### src/rtl/krt_pkg.sv
package krt_pkg;

  // default sizes of the table
  localparam int unsigned TABLE_DEPTH_DEF = 64;
  localparam int unsigned NAME_BYTES_DEF  = 8;

  // request codes
  typedef enum logic [2:0] {
    FN_INSERT   = 3'd0,
    FN_REMOVE   = 3'd1,
    FN_SEL_ID   = 3'd2,
    FN_SEL_NAME = 3'd3,
    FN_UPDATE   = 3'd4,
    FN_LIST     = 3'd5
  } func_e;

  // result status codes
  typedef enum logic [3:0] {
    ST_INSERTED = 4'd0,
    ST_FULL     = 4'd1,
    ST_REMOVED  = 4'd2,
    ST_FOUND    = 4'd3,
    ST_UPDATED  = 4'd4,
    ST_EMPTY    = 4'd5,
    ST_NOTFOUND = 4'd6,
    ST_LISTED   = 4'd7,
    ST_UNKNOWN  = 4'd8
  } status_e;

  // table write source
  typedef enum logic [1:0] {
    WR_NONE   = 2'd0,
    WR_APPEND = 2'd1,
    WR_UPDATE = 2'd2,
    WR_SHIFT  = 2'd3
  } wr_sel_e;

  // controller states
  typedef enum logic [3:0] {
    S_IDLE      = 4'd0,
    S_DISPATCH  = 4'd1,
    S_RD        = 4'd2,
    S_CMP       = 4'd3,
    S_SH_RD     = 4'd4,
    S_SH_WR     = 4'd5,
    S_FOUND     = 4'd6,
    S_EMIT      = 4'd7,
    S_LIST_RD   = 4'd8,
    S_LIST_EMIT = 4'd9
  } ctrl_state_e;

  // request beat
  typedef struct packed {
    logic [2:0]         func;
    logic signed [31:0] key_id;
    logic [63:0]        name_word;
  } req_t;

  // result beat
  typedef struct packed {
    logic [3:0]         status;
    logic signed [31:0] rec_id;
    logic [63:0]        rec_name;
    logic               last;
  } res_t;

  // controller to datapath
  typedef struct packed {
    logic    load_req;
    logic    idx_clr;
    logic    idx_inc;
    logic    ram_re;
    logic    rd_next;
    wr_sel_e wr_sel;
    logic    cnt_inc;
    logic    cnt_dec;
    logic    out_load;
    logic    out_rec;
    logic    out_last;
    status_e out_status;
  } cmd_t;

  // datapath to controller
  typedef struct packed {
    logic [2:0] func;
    logic       cnt_zero;
    logic       cnt_full;
    logic       idx_last;
    logic       nxt_last;
    logic       id_match;
    logic       name_match;
    logic       out_free;
  } sts_t;

endpackage

### src/rtl/krt_ctrl.sv
module krt_ctrl (
  input  logic          clk_i,
  input  logic          rst_ni,
  input  logic          in_valid_i,
  output logic          in_ready_o,
  input  krt_pkg::sts_t sts_i,
  output krt_pkg::cmd_t cmd_o
);

  krt_pkg::ctrl_state_e state_q, state_d;
  krt_pkg::status_e     st_q, st_d;
  logic                 hit;

  // match on name for select by name, on id otherwise
  assign hit = (sts_i.func == krt_pkg::FN_SEL_NAME) ? sts_i.name_match : sts_i.id_match;

  always_ff @(posedge clk_i or negedge rst_ni) begin
    if (!rst_ni) begin
      state_q <= krt_pkg::S_IDLE;
      st_q    <= krt_pkg::ST_UNKNOWN;
    end else begin
      state_q <= state_d;
      st_q    <= st_d;
    end
  end

  // next state
  always_comb begin
    state_d = state_q;
    case (state_q)
      krt_pkg::S_IDLE: begin
        if (in_valid_i) state_d = krt_pkg::S_DISPATCH;
      end
      krt_pkg::S_DISPATCH: begin
        case (sts_i.func)
          krt_pkg::FN_INSERT: state_d = krt_pkg::S_EMIT;
          krt_pkg::FN_REMOVE, krt_pkg::FN_SEL_ID, krt_pkg::FN_SEL_NAME,
          krt_pkg::FN_UPDATE: state_d = sts_i.cnt_zero ? krt_pkg::S_EMIT : krt_pkg::S_RD;
          krt_pkg::FN_LIST:   state_d = sts_i.cnt_zero ? krt_pkg::S_EMIT : krt_pkg::S_LIST_RD;
          default:            state_d = krt_pkg::S_EMIT;
        endcase
      end
      krt_pkg::S_RD: state_d = krt_pkg::S_CMP;
      krt_pkg::S_CMP: begin
        if (hit) begin
          case (sts_i.func)
            krt_pkg::FN_UPDATE: state_d = krt_pkg::S_EMIT;
            krt_pkg::FN_REMOVE: state_d = sts_i.idx_last ? krt_pkg::S_EMIT : krt_pkg::S_SH_RD;
            default:            state_d = krt_pkg::S_FOUND;
          endcase
        end else begin
          state_d = sts_i.idx_last ? krt_pkg::S_EMIT : krt_pkg::S_RD;
        end
      end
      krt_pkg::S_SH_RD: state_d = krt_pkg::S_SH_WR;
      krt_pkg::S_SH_WR: state_d = sts_i.nxt_last ? krt_pkg::S_EMIT : krt_pkg::S_SH_RD;
      krt_pkg::S_FOUND, krt_pkg::S_EMIT: begin
        if (sts_i.out_free) state_d = krt_pkg::S_IDLE;
      end
      krt_pkg::S_LIST_RD: state_d = krt_pkg::S_LIST_EMIT;
      krt_pkg::S_LIST_EMIT: begin
        if (sts_i.out_free) state_d = sts_i.idx_last ? krt_pkg::S_IDLE : krt_pkg::S_LIST_RD;
      end
      default: state_d = krt_pkg::S_IDLE;
    endcase
  end

  // commands
  always_comb begin
    cmd_o            = '0;
    cmd_o.wr_sel     = krt_pkg::WR_NONE;
    cmd_o.out_status = krt_pkg::ST_UNKNOWN;
    in_ready_o       = 1'b0;
    st_d             = st_q;
    case (state_q)
      krt_pkg::S_IDLE: begin
        in_ready_o = 1'b1;
        if (in_valid_i) begin
          cmd_o.load_req = 1'b1;
          cmd_o.idx_clr  = 1'b1;
        end
      end
      krt_pkg::S_DISPATCH: begin
        case (sts_i.func)
          krt_pkg::FN_INSERT: begin
            if (sts_i.cnt_full) begin
              st_d = krt_pkg::ST_FULL;
            end else begin
              cmd_o.wr_sel  = krt_pkg::WR_APPEND;
              cmd_o.cnt_inc = 1'b1;
              st_d          = krt_pkg::ST_INSERTED;
            end
          end
          krt_pkg::FN_REMOVE, krt_pkg::FN_SEL_ID, krt_pkg::FN_SEL_NAME,
          krt_pkg::FN_LIST: st_d = krt_pkg::ST_EMPTY;
          krt_pkg::FN_UPDATE: st_d = krt_pkg::ST_NOTFOUND;
          default:            st_d = krt_pkg::ST_UNKNOWN;
        endcase
      end
      krt_pkg::S_RD: cmd_o.ram_re = 1'b1;
      krt_pkg::S_CMP: begin
        if (hit) begin
          case (sts_i.func)
            krt_pkg::FN_UPDATE: begin
              cmd_o.wr_sel = krt_pkg::WR_UPDATE;
              st_d         = krt_pkg::ST_UPDATED;
            end
            krt_pkg::FN_REMOVE: begin
              st_d = krt_pkg::ST_REMOVED;
              if (sts_i.idx_last) cmd_o.cnt_dec = 1'b1;
            end
            default: st_d = krt_pkg::ST_FOUND;
          endcase
        end else if (sts_i.idx_last) begin
          st_d = krt_pkg::ST_NOTFOUND;
        end else begin
          cmd_o.idx_inc = 1'b1;
        end
      end
      krt_pkg::S_SH_RD: begin
        cmd_o.ram_re  = 1'b1;
        cmd_o.rd_next = 1'b1;
      end
      // move the next entry down one slot
      krt_pkg::S_SH_WR: begin
        cmd_o.wr_sel  = krt_pkg::WR_SHIFT;
        cmd_o.idx_inc = 1'b1;
        if (sts_i.nxt_last) cmd_o.cnt_dec = 1'b1;
      end
      krt_pkg::S_FOUND: begin
        if (sts_i.out_free) begin
          cmd_o.out_load   = 1'b1;
          cmd_o.out_rec    = 1'b1;
          cmd_o.out_last   = 1'b1;
          cmd_o.out_status = krt_pkg::ST_FOUND;
        end
      end
      krt_pkg::S_EMIT: begin
        if (sts_i.out_free) begin
          cmd_o.out_load   = 1'b1;
          cmd_o.out_last   = 1'b1;
          cmd_o.out_status = st_q;
        end
      end
      krt_pkg::S_LIST_RD: cmd_o.ram_re = 1'b1;
      krt_pkg::S_LIST_EMIT: begin
        if (sts_i.out_free) begin
          cmd_o.out_load   = 1'b1;
          cmd_o.out_rec    = 1'b1;
          cmd_o.out_last   = sts_i.idx_last;
          cmd_o.out_status = krt_pkg::ST_LISTED;
          cmd_o.idx_inc    = !sts_i.idx_last;
        end
      end
      default: ;
    endcase
  end

endmodule

### config.mk
export PLATFORM = sky130hd
export DESIGN_NAME = krt_ctrl
export DESIGN_NICKNAME = d
export VERILOG_FILES = /design/src/rtl/krt_pkg.sv /design/src/rtl/krt_ctrl.sv
export SDC_FILE = /design/constraint.sdc
export NUM_CORES = 1
export LEC_CHECK = 0
export BUFFER_PORTS_ARGS = -buffer_cell sky130_fd_sc_hd__buf_2
export CORE_MARGIN = 3
export CORE_UTILIZATION = 35
export CTS_CLUSTER_SIZE = 40
export DETAILED_ROUTE_END_ITERATION = 7
export SYNTH_ARGS = -nofsm -noshare
export SYNTH_HDL_FRONTEND = slang
export SYNTH_SLANG_ARGS = --single-unit
### constraint.sdc
create_clock -name clk_i -period 1.8 [get_ports clk_i]
set_input_delay 0.09 -clock clk_i [delete_from_list [all_inputs] [get_ports clk_i]]
set_output_delay 0.09 -clock clk_i [all_outputs]
set_load 0.01 [all_outputs]
==> impl_results.html <==
<table>
<tr><th>Metric</th><th>Value</th></tr>
<tr><th colspan="2">Final layout</th></tr>
<tr><td>Nets</td><td>170</td></tr>
<tr><td>Sequential cell area</td><td>206 sq um</td></tr>
<tr><td>Area growth, synth to finish</td><td>29.5%</td></tr>
<tr><td># fillers</td><td>approximately 240</td></tr>
<tr><td>Share of cells above drive strength 1</td><td>roughly 40%</td></tr>
<tr><td>Antenna diode count</td><td>0</td></tr>
<tr><td>Non-filler instance count after layout</td><td>184</td></tr>
<tr><td>Footprint of the multi-input gates</td><td>about 640 sq um</td></tr>
<tr><th colspan="2">Place</th></tr>
<tr><td>Post-Place Worst Slack</td><td>0.176 ns</td></tr>
<tr><td>Routability congestion estimate</td><td>0.870</td></tr>
<tr><td>Placed Cells incl. Taps</td><td>between 150 and 200</td></tr>
<tr><td>Port Buffers</td><td>29</td></tr>
<tr><td>Detail Placement HPWL</td><td>2060 um</td></tr>
<tr><th colspan="2">Setup path</th></tr>
<tr><td>Setup crit end kind</td><td>output port</td></tr>
<tr><td>Category of the worst setup path launch point</td><td>flop</td></tr>
<tr><td>Worst Path Arrival</td><td>approximately 1.6 ns</td></tr>
<tr><td>Worst Reg-to-Reg Cells</td><td>4</td></tr>
<tr><td>Startpoint of the lowest-slack register-to-register path</td><td>state_q[1]$_DFFE_PN0P_</td></tr>
<tr><td>CP Launch Point</td><td>state_q[2]$_DFFE_PN0P_</td></tr>
<tr><td>Slack of the worst reg-to-reg path</td><td>between 0.15 and 0.2 ns</td></tr>
<tr><td>Critical path type</td><td>reg -&gt; out</td></tr>
<tr><td>Worst-path maximum fanout</td><td>6</td></tr>
<tr><td>Reg2reg end</td><td>st_q[2]$_DFFE_PN0P_</td></tr>
<tr><td>Timing endpoint of the critical path</td><td>cmd_o[9]</td></tr>
<tr><td>Critical path required time</td><td>roughly 1.7 ns</td></tr>
<tr><th colspan="2">Timing</th></tr>
<tr><td>Clock skew after layout</td><td>0.0187 ns</td></tr>
<tr><td>Unrepaired setup endpoints after global routing</td><td>yes</td></tr>
<tr><td>Achievable clock frequency</td><td>588 MHz</td></tr>
<tr><td>Least setup slack across all paths after layout</td><td>0.0992 ns</td></tr>
<tr><td>Remaining max-slew budget at the tightest pin</td><td>74.5%</td></tr>
<tr><td>Max Slew Vio Count</td><td>0</td></tr>
<tr><td>Count of endpoints failing hold in the final timing report</td><td>0</td></tr>
<tr><td>Min Tclk post-route</td><td>1.70 ns</td></tr>
<tr><td>Final setup fails</td><td>0</td></tr>
<tr><td>Slew @ Worst Pin</td><td>0.382 ns</td></tr>
<tr><td>Fin crit share</td><td>approximately 94%</td></tr>
<tr><th colspan="2">Global routing</th></tr>
<tr><td>Met3 global-route usage</td><td>4.30%</td></tr>
<tr><td>Met1 layer usage reported by global route</td><td>between 20% and 30%</td></tr>
<tr><td>Met2 GRT Util</td><td>between 20% and 30%</td></tr>
<tr><td>Total grt overflow</td><td>0</td></tr>
<tr><td>Total track usage</td><td>17.3%</td></tr>
<tr><td>Number of antenna violations at the first check in global routing</td><td>0</td></tr>
<tr><td>Wire length of the first global-routing pass</td><td>4370 um</td></tr>
<tr><td>Largest net degree at the start of global routing</td><td>17</td></tr>
<tr><td>Most Crowded Layer GR</td><td>met2</td></tr>
<tr><td>Number of global-route vias before repair</td><td>between 900 and 1000</td></tr>
<tr><th colspan="2">Synthesis</th></tr>
<tr><td>Mean cell area of the mapped netlist</td><td>between 7 and 8 sq um</td></tr>
<tr><td>Synth Register Bits</td><td>8</td></tr>
<tr><td>Largest cells by area after synthesis</td><td>sky130_fd_sc_hd__dfrtp_1, sky130_fd_sc_hd__nand2_1, sky130_fd_sc_hd__a21oi_1</td></tr>
<tr><td>Number of nets produced by synthesis</td><td>135</td></tr>
<tr><td>Mapped Cells</td><td>roughly 120</td></tr>
<tr><td>Sequential-to-total area share from yosys stat</td><td>between 20 and 25%</td></tr>
<tr><td>Cell type contributing the most total cell area after synthesis</td><td>sky130_fd_sc_hd__dfrtp_1</td></tr>
<tr><td>Synth Cell Area</td><td>about 910 sq um</td></tr>
<tr><td>Syn. warnings</td><td>0</td></tr>
<tr><td>Area fraction of the dominant cell type after synthesis</td><td>19.2%</td></tr>
<tr><td>Count of unique library cells instantiated by Yosys</td><td>45</td></tr>
<tr><th colspan="2">Floorplanning</th></tr>
<tr><td>Std-Cell Core Area</td><td>0.00234 sq mm</td></tr>
<tr><td>Placement Rows</td><td>17</td></tr>
<tr><td>Overall die area</td><td>~0.0033 sq mm</td></tr>
<tr><td>I/O pin count</td><td>30</td></tr>
<tr><td>Die outline height</td><td>57.0 um</td></tr>
<tr><td>Initial Util</td><td>between 30% and 40%</td></tr>
<tr><td>Die Width</td><td>57.0 um</td></tr>
<tr><th colspan="2">Detailed routing</th></tr>
<tr><td>Antenna viol nets, final</td><td>0</td></tr>
<tr><td>Violation count after the first detailed-route iteration</td><td>35</td></tr>
<tr><td>Avg WL per Cell</td><td>14.5 um</td></tr>
<tr><td>Count of TritonRoute iterations in the first routing pass</td><td>4</td></tr>
<tr><td>Number of remaining DRC errors</td><td>0</td></tr>
<tr><td>Vias per std cell</td><td>5.63</td></tr>
<tr><td>Routed wire length</td><td>roughly 2700 um</td></tr>
<tr><td>Total number of vias</td><td>1036</td></tr>
<tr><th colspan="2">Power</th></tr>
<tr><td>Switching power of the nets</td><td>between 0.0007 and 0.0008 W</td></tr>
<tr><td>Fraction of power consumed by sequential logic</td><td>roughly a fifth</td></tr>
<tr><td>Combinational fraction of design power</td><td>between 60% and 70%</td></tr>
<tr><td>Clock group share of total power</td><td>9.4%</td></tr>
<tr><td>Pint</td><td>between 0.0008 and 0.0009 W</td></tr>
<tr><td>Leak</td><td>0.551 nW</td></tr>
<tr><td>PwrDens</td><td>approximately 1400 mW/mm^2</td></tr>
<tr><td>Switching part of the total</td><td>46.7%</td></tr>
<tr><td>VDD IR-drop max</td><td>0.000565 V</td></tr>
<tr><th colspan="2">Clock network</th></tr>
<tr><td>Clk sinks</td><td>8</td></tr>
<tr><td>Clock tree from TritonCTS</td><td>yes</td></tr>
<tr><td>CTS clock-pin slew for the worst setup and hold paths</td><td>0.07 ns</td></tr>
<tr><td>Clock Path Buffers</td><td>2</td></tr>
<tr><td>H-Tree Level Count</td><td>1</td></tr>
<tr><td>Clock latency reported for the late side of the worst-skew pair</td><td>0.27 ns</td></tr>
<tr><td>Clock buffer count from CTS</td><td>3</td></tr>
<tr><td>CTS root buf</td><td>sky130_fd_sc_hd__clkbuf_4</td></tr>
<tr><th colspan="2">Outcome</th></tr>
<tr><td>Run status</td><td>finished, final reports clean</td></tr>
<tr><th colspan="2">Hold path</th></tr>
<tr><td>Classification of the worst-slack hold path</td><td>in -&gt; reg</td></tr>
<tr><th colspan="2">Run</th></tr>
<tr><td>Max-cap violations</td><td>0</td></tr>
</table>
[power by group through the flow]
stage	logic [W]	registers, W	clock network, W
floorplan	0.000768	0.000288	0
global placement	0.000958	0.000359	0
detailed placement	0.000959	0.000371	0
CTS	0.000977	0.000376	0.000159
global route	0.00127	0.000356	0.000168
finish	0.00114	0.000349	0.000155
[area by class of cell]
type,instances,share of cell area (%)
multi-input cells,96,54.6
repair buffers,41,20.5
flip-flops and latches,8,17.5
well taps,28,2.97
clock buffers,4,2.23
inverters,7,2.23
[layer usage]
| layer | vias up | part of all wire, % |
|---|---|---|
| li1 | 512 | - |
| met1 | 484 | 44 |
| met2 | 38 | 49 |
| met3 | 2 | 6.3 |
| met4 | 0 | 0.60 |
| met5 | - | 0 |
[registers in the layout, summed over array words and instances, names as in the netlist]
register  count
state_q       4
st_q          4
[placed cells by master, fill, tap and decap left out, types with 2 or more instances in the layout]
cell type                  instances
sky130_fd_sc_hd__inv_1             6
sky130_fd_sc_hd__nor2b_1           3
sky130_fd_sc_hd__clkbuf_4          3
sky130_fd_sc_hd__dfrtp_1           3
sky130_fd_sc_hd__o22ai_1           3
sky130_fd_sc_hd__buf_2            29
sky130_fd_sc_hd__o21ai_0           8
sky130_fd_sc_hd__a31oi_1           3
sky130_fd_sc_hd__nor2_1           10
sky130_fd_sc_hd__a22oi_1           3
sky130_fd_sc_hd__buf_4            10
sky130_fd_sc_hd__dfrtp_2           4
sky130_fd_sc_hd__nand3_1           4
sky130_fd_sc_hd__a21oi_1           9
sky130_fd_sc_hd__nand2b_1          2
sky130_fd_sc_hd__o21a_1            4
sky130_fd_sc_hd__nor4_1            2
sky130_fd_sc_hd__nand2_1          14
[cells in the mapped netlist (all sizes together)]
cell    number
o21ai        8
a21o         1
nand3b       2
a32o         1
inv          7
or2          1
nand3        4
clkbuf       2
o211ai       1
o21bai       1
dfrtp        7
a21boi       1
mux2i        2
a211o        2
o22ai        3
nor3b        1
a41oi        1
nand4        1
a21oi        9
nor3         1
nor2        12
o21a         4
nor2b        4
and4bb       2
a31oi        4
nand2b       2
and3         2
and2         1
a22oi        3
o311a        1
o311ai       1
o41ai        1
or3          1
nand2       14
dfstp        1
mux2         1
buf          9
nor4         3
[critical path, cell delays in order (launching register included)]
cell and delay [ns]:
sky130_fd_sc_hd__dfrtp_2 0.44, sky130_fd_sc_hd__buf_4 0.17, sky130_fd_sc_hd__inv_2 0.08, sky130_fd_sc_hd__nor2_1 0.06, sky130_fd_sc_hd__nand2_1 0.09, sky130_fd_sc_hd__inv_1 0.07
sky130_fd_sc_hd__or2_2 0.29, sky130_fd_sc_hd__buf_2 0.14
[stage by stage]
step	power [W]	util, %	TNS, ns	area, sq um	hold slack [ns]
2_1_floorplan	0.00106	-	0	911	-0.206
3_3_place_gp	0.00132	45.4	0	1060	-0.0513
3_5_place_dp	0.00133	45.4	0	1060	-0.0528
4_1_cts	0.00151	47.4	0	1110	0.161
5_1_grt	0.00179	50.4	-0.00625	1180	0.180
6_report	0.00164	50.4	0	1180	0.173
[what timing repair did]
| action | 4_1_cts | 5_1_grt |
|---|---|---|
| setup buffers | 0 | 6 |
| hold endpoints to repair | 8 | 0 |
| gates cloned | 0 | 0 |
| hold buffers | 1 | 0 |
| endpoints found under the setup margin | 2 | 8 |
| gates resized for setup | 6 | 8 |
| pin swaps | 0 | 1 |
[worst min-delay path by stage]
| stage | from | end | slack, ns | cells after the start |
|---|---|---|---|---|
| 2_1_floorplan | rst_ni | st_q[0]$_DFFE_PN0P_ | -0.21 | 0 |
| 3_3_place_gp | rst_ni | state_q[0]$_DFFE_PN0P_ | -0.05 | 1 |
| 3_5_place_dp | rst_ni | state_q[0]$_DFFE_PN0P_ | -0.05 | 1 |
| 4_1_cts | sts_i[9] | st_q[3]$_DFFE_PN1P_ | 0.16 | 3 |
| 5_1_grt | sts_i[9] | st_q[3]$_DFFE_PN1P_ | 0.18 | 3 |
| 6_report | sts_i[9] | st_q[3]$_DFFE_PN1P_ | 0.17 | 3 |
[cell families after synthesis]
family                 count (synthesis)  share of synthesized area (%)
AND/OR/NAND/NOR                       51                           30.4
buffers and inverters                 18                           10.2
multiplexers                           3                           5.22
AO/OA/AOI/OAI                         42                           32.1
flip-flops                             8                           22.1
Note: power is estimated with default switching activity, not from simulation.
